`config.mk`:
```
export PLATFORM = sky130hd
export DESIGN_NAME = ipv4_l4_header_extractor_core
export DESIGN_NICKNAME = d
export VERILOG_FILES = /design/src/hdl/l4hx_pkg.sv /design/src/hdl/l4hx_capture.sv /design/src/hdl/l4hx_check.sv /design/src/hdl/ipv4_l4_header_extractor_core.sv
export SDC_FILE = /design/constraint.sdc
export NUM_CORES = 1
export LEC_CHECK = 0
export BUFFER_PORTS_ARGS = -buffer_cell sky130_fd_sc_hd__clkbuf_2
export CAP_MARGIN = 40
export CORE_MARGIN = 2
export CORE_UTILIZATION = 50
export DETAILED_ROUTE_END_ITERATION = 8
export PLACE_DENSITY = 0.69
export RECOVER_POWER = 100
export SLEW_MARGIN = 10
export SYNTH_ARGS = -nofsm -noshare
export SYNTH_HDL_FRONTEND = slang
export SYNTH_SLANG_ARGS = --single-unit
```
`constraint.sdc`:
```
create_clock -name clk -period 8.51 [get_ports clk]
set_input_delay 1.702 -clock clk [delete_from_list [all_inputs] [get_ports clk]]
set_output_delay 1.702 -clock clk [all_outputs]
set_load 0.01 [all_outputs]
```
`src/hdl/l4hx_pkg.sv`:
```
package l4hx_pkg;

	localparam logic [15:0] ETHERTYPE_IPV4 = 16'h0800;
	localparam logic [7:0]  PROTO_TCP      = 8'd6;
	localparam logic [7:0]  PROTO_UDP      = 8'd17;

	localparam int unsigned ETH_HDR_LEN = 14;
	localparam int unsigned IP_MIN_END  = 34;
	localparam int unsigned TCP_HDR_LEN = 20;
	localparam int unsigned UDP_HDR_LEN = 8;

	// byte positions of the captured header fields
	localparam int unsigned POS_ETYPE_HI = 12;
	localparam int unsigned POS_ETYPE_LO = 13;
	localparam int unsigned POS_IHL      = 14;
	localparam int unsigned POS_PROTO    = 23;
	localparam int unsigned POS_SRC_LO   = 26;
	localparam int unsigned POS_SRC_HI   = 29;
	localparam int unsigned POS_DST_LO   = 30;
	localparam int unsigned POS_DST_HI   = 33;

	// transport offset 14 + IHL*4 stays below 2^7
	localparam int unsigned TOFF_BITS = 7;

	localparam logic [1:0] KIND_TCP   = 2'd0;
	localparam logic [1:0] KIND_UDP   = 2'd1;
	localparam logic [1:0] KIND_OTHER = 2'd2;

	typedef struct packed {
		logic [7:0] data_byte;
		logic       last_byte;
	} l4hx_in_t;

	typedef struct packed {
		logic        accepted;
		logic [31:0] src_address;
		logic [31:0] dst_address;
		logic [1:0]  transport_kind;
		logic [15:0] src_port_out;
		logic [15:0] dst_port_out;
		logic [15:0] frame_length;
	} l4hx_out_t;

	// header fields as they stand after the current beat
	typedef struct packed {
		logic [15:0] ether_kind;
		logic [3:0]  header_words;
		logic [7:0]  proto_number;
		logic [31:0] src_addr;
		logic [31:0] dst_addr;
		logic [15:0] sport;
		logic [15:0] dport;
	} l4hx_fields_t;

endpackage

```
`src/hdl/l4hx_capture.sv`:
```
module l4hx_capture
	import l4hx_pkg::*;
#(
	parameter int unsigned LENGTH_BITS = 16
) (
	input  logic                       clk,
	input  logic                       arst_n,
	input  logic                       beat_en,
	input  l4hx_in_t                   beat,
	output l4hx_fields_t               fields,
	output logic [LENGTH_BITS-1:0]     len,
	output logic [TOFF_BITS-1:0]       t_off
);

	logic [LENGTH_BITS-1:0] pos_q;
	l4hx_fields_t           fields_q;
	logic [LENGTH_BITS-1:0] t_w;
	logic [7:0]             d;

	assign d = beat.data_byte;

	always_comb begin
		fields = fields_q;
		if (pos_q == LENGTH_BITS'(POS_ETYPE_HI) || pos_q == LENGTH_BITS'(POS_ETYPE_LO)) begin
			fields.ether_kind = {fields_q.ether_kind[7:0], d};
		end
		if (pos_q == LENGTH_BITS'(POS_IHL)) begin
			fields.header_words = d[3:0];
		end
		if (pos_q == LENGTH_BITS'(POS_PROTO)) begin
			fields.proto_number = d;
		end
		if (pos_q >= LENGTH_BITS'(POS_SRC_LO) && pos_q <= LENGTH_BITS'(POS_SRC_HI)) begin
			fields.src_addr = {fields_q.src_addr[23:0], d};
		end
		if (pos_q >= LENGTH_BITS'(POS_DST_LO) && pos_q <= LENGTH_BITS'(POS_DST_HI)) begin
			fields.dst_addr = {fields_q.dst_addr[23:0], d};
		end
		// offset follows the IHL of this very beat when it is byte 14
		t_off = TOFF_BITS'(ETH_HDR_LEN) + {1'b0, fields.header_words, 2'b00};
		t_w   = LENGTH_BITS'(t_off);
		if (pos_q == t_w || pos_q == t_w + LENGTH_BITS'(1)) begin
			fields.sport = {fields_q.sport[7:0], d};
		end
		if (pos_q == t_w + LENGTH_BITS'(2) || pos_q == t_w + LENGTH_BITS'(3)) begin
			fields.dport = {fields_q.dport[7:0], d};
		end
		// saturate the byte count
		len = (&pos_q) ? pos_q : pos_q + LENGTH_BITS'(1);
	end

	always_ff @(posedge clk or negedge arst_n) begin
		if (!arst_n) begin
			pos_q    <= '0;
			fields_q <= '0;
		end else if (beat_en) begin
			if (beat.last_byte) begin
				pos_q    <= '0;
				fields_q <= '0;
			end else begin
				pos_q    <= len;
				fields_q <= fields;
			end
		end
	end

endmodule

```
`src/hdl/l4hx_check.sv`:
```
module l4hx_check
	import l4hx_pkg::*;
#(
	parameter int unsigned LENGTH_BITS = 16
) (
	input  l4hx_fields_t               fields,
	input  logic [LENGTH_BITS-1:0]     len,
	input  logic [TOFF_BITS-1:0]       t_off,
	output l4hx_out_t                  result
);

	localparam int unsigned LW = (LENGTH_BITS > 16) ? LENGTH_BITS : 16;

	logic [TOFF_BITS:0] tcp_end;
	logic [TOFF_BITS:0] udp_end;
	logic [LW-1:0]      len_w;
	logic               ok;
	logic [1:0]         kind;

	always_comb begin
		tcp_end = {1'b0, t_off} + (TOFF_BITS + 1)'(TCP_HDR_LEN);
		udp_end = {1'b0, t_off} + (TOFF_BITS + 1)'(UDP_HDR_LEN);
		len_w   = LW'(len);
		ok      = (len >= LENGTH_BITS'(IP_MIN_END)) && (fields.ether_kind == ETHERTYPE_IPV4);
		if (fields.proto_number == PROTO_TCP) begin
			kind = KIND_TCP;
			if (len < LENGTH_BITS'(tcp_end)) begin
				ok = 1'b0;
			end
		end else if (fields.proto_number == PROTO_UDP) begin
			kind = KIND_UDP;
			if (len < LENGTH_BITS'(udp_end)) begin
				ok = 1'b0;
			end
		end else begin
			kind = KIND_OTHER;
		end

		result = '0;
		if (ok) begin
			result.accepted       = 1'b1;
			result.src_address    = fields.src_addr;
			result.dst_address    = fields.dst_addr;
			result.transport_kind = kind;
			if (kind != KIND_OTHER) begin
				result.src_port_out = fields.sport;
				result.dst_port_out = fields.dport;
			end
			result.frame_length = (len_w > LW'(16'hFFFF)) ? 16'hFFFF : len_w[15:0];
		end
	end

endmodule

```
`src/hdl/ipv4_l4_header_extractor_core.sv`:
```
// Channel   Direction  Handshake                   Payload
// frame     in         frame_valid / frame_ready   frame_data  (l4hx_in_t, one byte a beat)
// result    out        result_valid / result_ready result_data (l4hx_out_t, one per frame)
//
// One byte a cycle while no last beat waits; a byte is registered, then parsed.
// A result is registered when the last beat of its frame leaves the input register.
// Reset clears the byte count, all captured fields and both valid flags.
// Only a last beat waits on a full, unread result register; all other beats flow
// through while a result is waiting.
module ipv4_l4_header_extractor_core
	import l4hx_pkg::*;
#(
	parameter int unsigned LENGTH_BITS = 16
) (
	input  logic      clk,
	input  logic      arst_n,
	input  logic      frame_valid,
	output logic      frame_ready,
	input  l4hx_in_t  frame_data,
	output logic      result_valid,
	input  logic      result_ready,
	output l4hx_out_t result_data
);

	logic                   valid_s1;
	l4hx_in_t               beat_s1;
	logic                   result_valid_q;
	l4hx_out_t              result_q;
	logic                   load_ok;
	logic                   adv;
	l4hx_fields_t           fields;
	logic [LENGTH_BITS-1:0] len;
	logic [TOFF_BITS-1:0]   t_off;
	l4hx_out_t              verdict;

	assign load_ok     = !result_valid_q || result_ready;
	// hold a last beat while the result register is still occupied
	assign adv         = valid_s1 && (!beat_s1.last_byte || load_ok);
	assign frame_ready = !valid_s1 || adv;

	always_ff @(posedge clk or negedge arst_n) begin
		if (!arst_n) begin
			valid_s1 <= 1'b0;
		end else if (frame_ready) begin
			valid_s1 <= frame_valid;
		end
	end

	always_ff @(posedge clk) begin
		if (frame_ready && frame_valid) begin
			beat_s1 <= frame_data;
		end
	end

	l4hx_capture #(
		.LENGTH_BITS(LENGTH_BITS)
	) u_capture (
		.clk    (clk),
		.arst_n (arst_n),
		.beat_en(adv),
		.beat   (beat_s1),
		.fields (fields),
		.len    (len),
		.t_off  (t_off)
	);

	l4hx_check #(
		.LENGTH_BITS(LENGTH_BITS)
	) u_check (
		.fields(fields),
		.len   (len),
		.t_off (t_off),
		.result(verdict)
	);

	always_ff @(posedge clk or negedge arst_n) begin
		if (!arst_n) begin
			result_valid_q <= 1'b0;
		end else if (adv && beat_s1.last_byte) begin
			result_valid_q <= 1'b1;
		end else if (result_ready) begin
			result_valid_q <= 1'b0;
		end
	end

	always_ff @(posedge clk) begin
		if (adv && beat_s1.last_byte) begin
			result_q <= verdict;
		end
	end

	assign result_valid = result_valid_q;
	assign result_data  = result_q;

	a_last_stalls: assert property (@(posedge clk) disable iff (!arst_n)
		valid_s1 && beat_s1.last_byte && result_valid_q && !result_ready |-> !frame_ready)
		else $error("last beat advanced over an unread result");

	a_empty_ready: assert property (@(posedge clk) disable iff (!arst_n)
		!valid_s1 |-> frame_ready)
		else $error("empty input stage refused a beat");

	a_reject_zero: assert property (@(posedge clk) disable iff (!arst_n)
		result_valid_q && !result_q.accepted |->
			result_q.frame_length == 16'd0 && result_q.src_address == 32'd0 &&
			result_q.dst_address == 32'd0 && result_q.transport_kind == KIND_TCP)
		else $error("rejected frame carries nonzero fields");

	a_other_no_ports: assert property (@(posedge clk) disable iff (!arst_n)
		result_valid_q && result_q.transport_kind == KIND_OTHER |->
			result_q.src_port_out == 16'd0 && result_q.dst_port_out == 16'd0)
		else $error("unknown protocol carries ports");

	a_accept_len: assert property (@(posedge clk) disable iff (!arst_n)
		result_valid_q && result_q.accepted |-> result_q.frame_length >= 16'(IP_MIN_END))
		else $error("accepted frame shorter than header");

endmodule
```
* Word level (Yosys, flattened, before mapping)
Index checks and enable logic that the tools add are counted.
** Cells by class
- Muxes and demuxes :: 21
- $mul :: 0
- Divide/modulo/power cells :: 0
- Shift-type cells :: 0
- Reduce and logical (&&, ||, !) cells :: 18
- Bitwise gates (word level) :: 0
- Add/sub/neg operators :: 7
- $lt $le $gt $ge :: 8
- Equal/unequal tests :: 12
** Operator list (number)
- $mux W124 :: 1
- $mux W115 :: 1
- $mux W16 :: 6
- $mux W32 :: 3
- $eq A16 B16 Y1 :: 3
- $eq A16 B4 Y1 const B :: 3
- $ge A16 B5 Y1 const B :: 2
- $lt A16 B8 Y1 :: 2
- $add A16 B1 Y16 const B :: 1
- $add A7 B2 Y8 const B :: 2
- $eq A16 B12 Y1 const B :: 1
- $eq A16 B5 Y1 const B :: 1
- $eq A16 B7 Y1 :: 1
- $ge A16 B6 Y1 const B :: 1
- $gt A16 B16 Y1 const B :: 1
- $le A16 B5 Y1 const B :: 1
- $le A16 B6 Y1 const B :: 1
- $reduce_and A16 Y1 :: 1
- $add A7 B1 Y8 const B :: 1
- $add A7 B4 Y8 const B :: 1
- $add A7 B5 Y8 const B :: 1
- $eq A8 B3 Y1 const B :: 1
- $eq A8 B5 Y1 const B :: 1
- $mux W8 :: 1
- 10 further kinds :: 28
** Storage, ports and cells
- Input bits :: 13
- Memories :: 0
- Logic and storage cells :: 85
- Output and inout bits :: 117
- Latch bits :: 0
- Flip-flop bits (word level) :: 266
- Memory bits (read-only) :: 0
- Memory bits (writable) :: 0

* Longest topological paths before layout
- Depth in word-level cells :: 9
- Mapped depth :: 24
- Depth with buffers taken out :: 21

* Modules after synthesis
Synthesis repeated with hierarchy kept, for this count alone.
** Unflattened totals
- Cells, all modules :: 1283
- Area total of the unflattened synthesis :: 13993.4 sq um
** By module, submodules not included
- l4hx_capture :: instances 1, seq. area each 3503.4 sq um, area each 8475.6 sq um, cells each 824
- ipv4_l4_header_extractor_core :: instances 1, seq. area each 3773.6 sq um, area each 3829.9 sq um, cells each 134
- l4hx_check :: instances 1, seq. area each 0.0 sq um, area each 1687.9 sq um, cells each 325

* Worst setup path after synthesis
No wires, ideal clock.
- Kind :: input -> register
- Start point :: in result_ready
- End point :: reg result_q (netlist bit result_data[0]), enable pin
- Data required time :: 8021 ps
- Data arrival time :: 4546 ps
- Path buffers :: 0
- Path slack :: 3475 ps
- Stages :: 3
- Library setup time :: 489 ps
- Cell sequence :: nor2b_1 -> nand2_1 -> and3_1
** Between the ends
- Longest elaborated chain between the ends :: 4
** RTL lines
- from (decl) :: line ipv4_l4_header_extractor_core.sv:21 : input logic result_ready,
- $logic_or A1 B1 Y1 :: line ipv4_l4_header_extractor_core.sv:36 : assign load_ok = !result_valid_q || result_ready;
- $logic_or A1 B1 Y1 :: line ipv4_l4_header_extractor_core.sv:38 : assign adv = valid_s1 && (!beat_s1.last_byte || load_ok);
- $logic_and A1 B1 Y1 :: line ipv4_l4_header_extractor_core.sv:38
- $logic_and A1 B1 Y1 :: line ipv4_l4_header_extractor_core.sv:87 : if (adv && beat_s1.last_byte) begin
- to (signal assigned) :: line ipv4_l4_header_extractor_core.sv:88 : result_q <= verdict;
- to (decl) :: line ipv4_l4_header_extractor_core.sv:28 : l4hx_out_t result_q;
Every way passes these cells.
A chain may end at the register's enable or synchronous reset.

* Final worst setup path
- Start point :: in result_ready
- End point :: reg result_q (netlist bit result_data[112]), enable pin
Same word-level chain as after synthesis.

==> key figures <==
Drt
  • TritonRoute pass-1 iters: 5
  • Initial DRC count: 1023
  • Vias post-DR: 10200
  • DRC: 0
  • DR WL/cell: 19.2 µm
  • Antenna viol nets, final: 0
  • Routed vias/inst: 5.85
  • Final wirelength: 33400 µm

STA
  • Final Max Slew Viols: 358
  • Clock skew: 20.0 ps
  • Worst slew pin tran: 4270 ps
  • Period utilisation layout: 0.804
  • Max Freq: 146 MHz
  • Final Hold Fails: 0
  • RSZ-0062 raised after global routing: no
  • Slew margin rel.: -1.85
  • Fin Setup TNS: 0 ps
  • Final setup fails: 0
  • Fin crit period: 6840 ps

Logic synthesis
  • Ys flop type: dfrtp_1
  • Yosys reg bits: 266
  • Gate Count Post-Synth: 1309
  • Area of the mapped netlist: 13100 µm²
  • Avg Cell Area, Syn: 10.0 µm²
  • Ys async rst share: 0.534
  • Top post-synthesis cells by area: edfxtp_1 (28%), dfrtp_1 (27%), nand2_1 (8.1%)
  • Post-synth EDFFs: 124
  • Largest area contributor in the netlist: edfxtp_1
  • Sequential element share of the synthesized area: 0.555
  • Syn nets: 1343
  • Yosys top cell area share: 0.284
  • Post-synthesis cell type count: 64
  • Yosys Warn Count: 0

Setup path
  • Buffers and inverters on the worst path: 3
  • Worst Setup End Kind: flop
  • Crit path from: result_ready
  • Setup crit start kind: input port
  • Most used cell along the critical path: clkbuf_1
  • Worst EP arrival: 6950 ps
  • Worst Path Max Fanout: 55
  • Critical Path Max Stage Delay: 2390 ps
  • Worst path depth: 6
  • Slowest cell on the critical path: clkbuf_1
  • CP cell instances: clkbuf_2 -> nor2b_1 -> nand2_1 -> and3_1 -> clkbuf_1 -> clkbuf_1
  • Kind of critical path: in -> reg
  • CP required: 8620 ps
  • CP top delay family: buffers and inverters
  • R2r worst-path depth: 16
  • Critical R2R Launch: u_capture.pos_q[11]$_DFFE_PN0P_

Global route
  • Vias in the first global route: 9746
  • GR Overflow Total: 0
  • All-layer global routing usage: 0.240
  • First-pass GRT wire length: 53900 µm
  • Initial antenna violation count: 0
  • Met1 Use GR: 0.348
  • Largest net degree at the start of global routing: 87
  • Grt met2 use: 0.386
  • Most Crowded Layer GR: met2
  • Met3 usage: 0.0341

Power
  • Clk pwr share: 0.395
  • Peak VDD IR: 193 µV
  • Pleak: 5.60 nW
  • Tot Pwr: 0.00330 W
  • Register share of total power: 0.495
  • Internal power: 0.00241 W
  • Sw Ratio: 0.269
  • Combinational Power Share: 0.110
  • Net load switching power: 0.000889 W
  • Pwr per Cell Area: 224 nW/µm²

Clock network
  • CTS resizes: 0
  • Clock-pin transition on the worst setup and hold timing paths: 70 ps
  • Total CTS buffers: 28
  • CTS tree: built
  • Worst-Skew Late Latency: 570 ps
  • Maximum buffer depth of the clock tree: 3
  • # Post-CTS Setup Buffers: 0
  • Clock Sinks: 266
  • Number of H-tree levels: 1
  • CTS root buffer: clkbuf_16
  • CTS Hold Bufs: 0

Floorplan
  • FP Rows: 59
  • Initial Utilization: 0.506
  • Ports: 130
  • Die Area: 27500 µm²
  • Core ar.: 25900 µm²
  • Die height: 166 µm
  • Die W: 166 µm

Run status
  • Failing checks: capacitance limit, slew limit
  • Outcome: finished with violations

Hold path
  • HP Class: reg -> reg
  • Hold Crit Start: u_capture.fields_q[89]$_DFFE_PN0P_
  • Hold depth: 2

Layout
  • Share of layout cells above drive strength 1: 0.0590
  • Most common cell after layout, fill and taps aside: nand2_1
  • Fin nets: 1420
  • Area Growth Syn to Fin: 12.3%
  • Ant diodes: 0
  • Most frequent cells in the layout: nand2_1 (281), dfrtp_1 (142), clkbuf_1 (133), edfxtp_1 (124), o21ai_0 (108)

Run
  • MaxCap Viol Count: 8

Placed design
  • DP HPWL: 20400 µm
  • PortBufs: 129
  • Routability Congestion: 0.891
metal layers:
metal,share of wire,vias up,wire [µm]
li1,-,4833,-
met1,0.46,5010,15200
met3,0.055,44,1830
met2,0.47,312,15700
met4,0.018,0,610
met5,0,-,0
layout make-up:
class / instances / area [µm²]
Fill cell: 2296 / 11200
Sequential cell: 266 / 7280
Multi-Input combinational cell: 921 / 5300
Clock buffer: 40 / 838
Timing Repair Buffer: 150 / 651
Tap cell: 335 / 419
Clock inverter: 11 / 158
Inverter: 19 / 71.3
state kept, by name (all words and copies together), names as in the netlist:
name                cells
valid_s1                1
beat_s1                 9
u_capture.fields_q    124
result_valid            1
u_capture.pos_q        16
result_data           115
through the flow:
stage | setup slack [ps] | hold WS (ps) | area [µm²] | util | instances
after CTS | 2570 | 485 | 15000 | 0.578 | 1742
after floorplan | 3480 | 450 | 13100 | - | 1309
after global placement | 2660 | 462 | 13900 | 0.536 | 1686
after global routing | 1130 | 499 | 14700 | 0.568 | 1742
final | 1670 | 481 | 14700 | 0.568 | 1742
after detailed placement | 2560 | 471 | 14000 | 0.540 | 1691
power by group through the flow:
stage	Sequential [W]	Clock, W	Combinational, W
final	0.00163	0.00130	0.000365
after detailed placement	0.00165	0	0.000375
after global placement	0.00165	0	0.000357
after floorplan	0.00161	0	0.000266
after global routing	0.00165	0.00137	0.000422
after CTS	0.00163	0.00132	0.000378
worst paths after layout:
check                                                endpoint  slack (ps)
hold / removal             u_capture.fields_q[89]$_DFFE_PN0P_         480
max in group asynchronous     u_capture.pos_q[11]$_DFFE_PN0P_        2600
hold reg to reg            u_capture.fields_q[89]$_DFFE_PN0P_         480
setup / recovery               result_data[112]$_SDFFCE_PN0P_        1670
min in group asynchronous  u_capture.fields_q[42]$_DFFE_PN0P_        2630
setup reg to reg                result_data[55]$_SDFFCE_PN0P_        1750
Yosys cell counts, drive strengths merged, types with 12 or more instances:
cell type / number
nand2b: 20
o21ai: 108
inv: 19
mux2i: 24
a21boi: 64
ha: 21
nor2: 83
nand4: 13
nand2: 281
nor3b: 17
a22oi: 14
clkbuf: 83
edfxtp: 124
nor4: 12
nand3: 14
dfrtp: 142
a221o: 24
buf: 20
a21oi: 88
worst min-delay path, delay by kind of cell (launching register included):
kind             cells  cell delay, ps
flip-flops           1             340
AO/OA/AOI/OAI        1              60
AND/OR/NAND/NOR      1              50
cell families after synthesis:
family                   after synthesis  share of synthesized area
AND/OR/NAND/NOR                      496                      0.172
AO/OA/AOI/OAI                        356                      0.177
flip-flops                           266                      0.555
buffers and inverters                122                     0.0404
multiplexers                          29                     0.0226
adder cells (fa/ha/maj)               21                     0.0201
XOR/XNOR                              19                     0.0127
Note: power is estimated with default switching activity, not from simulation.
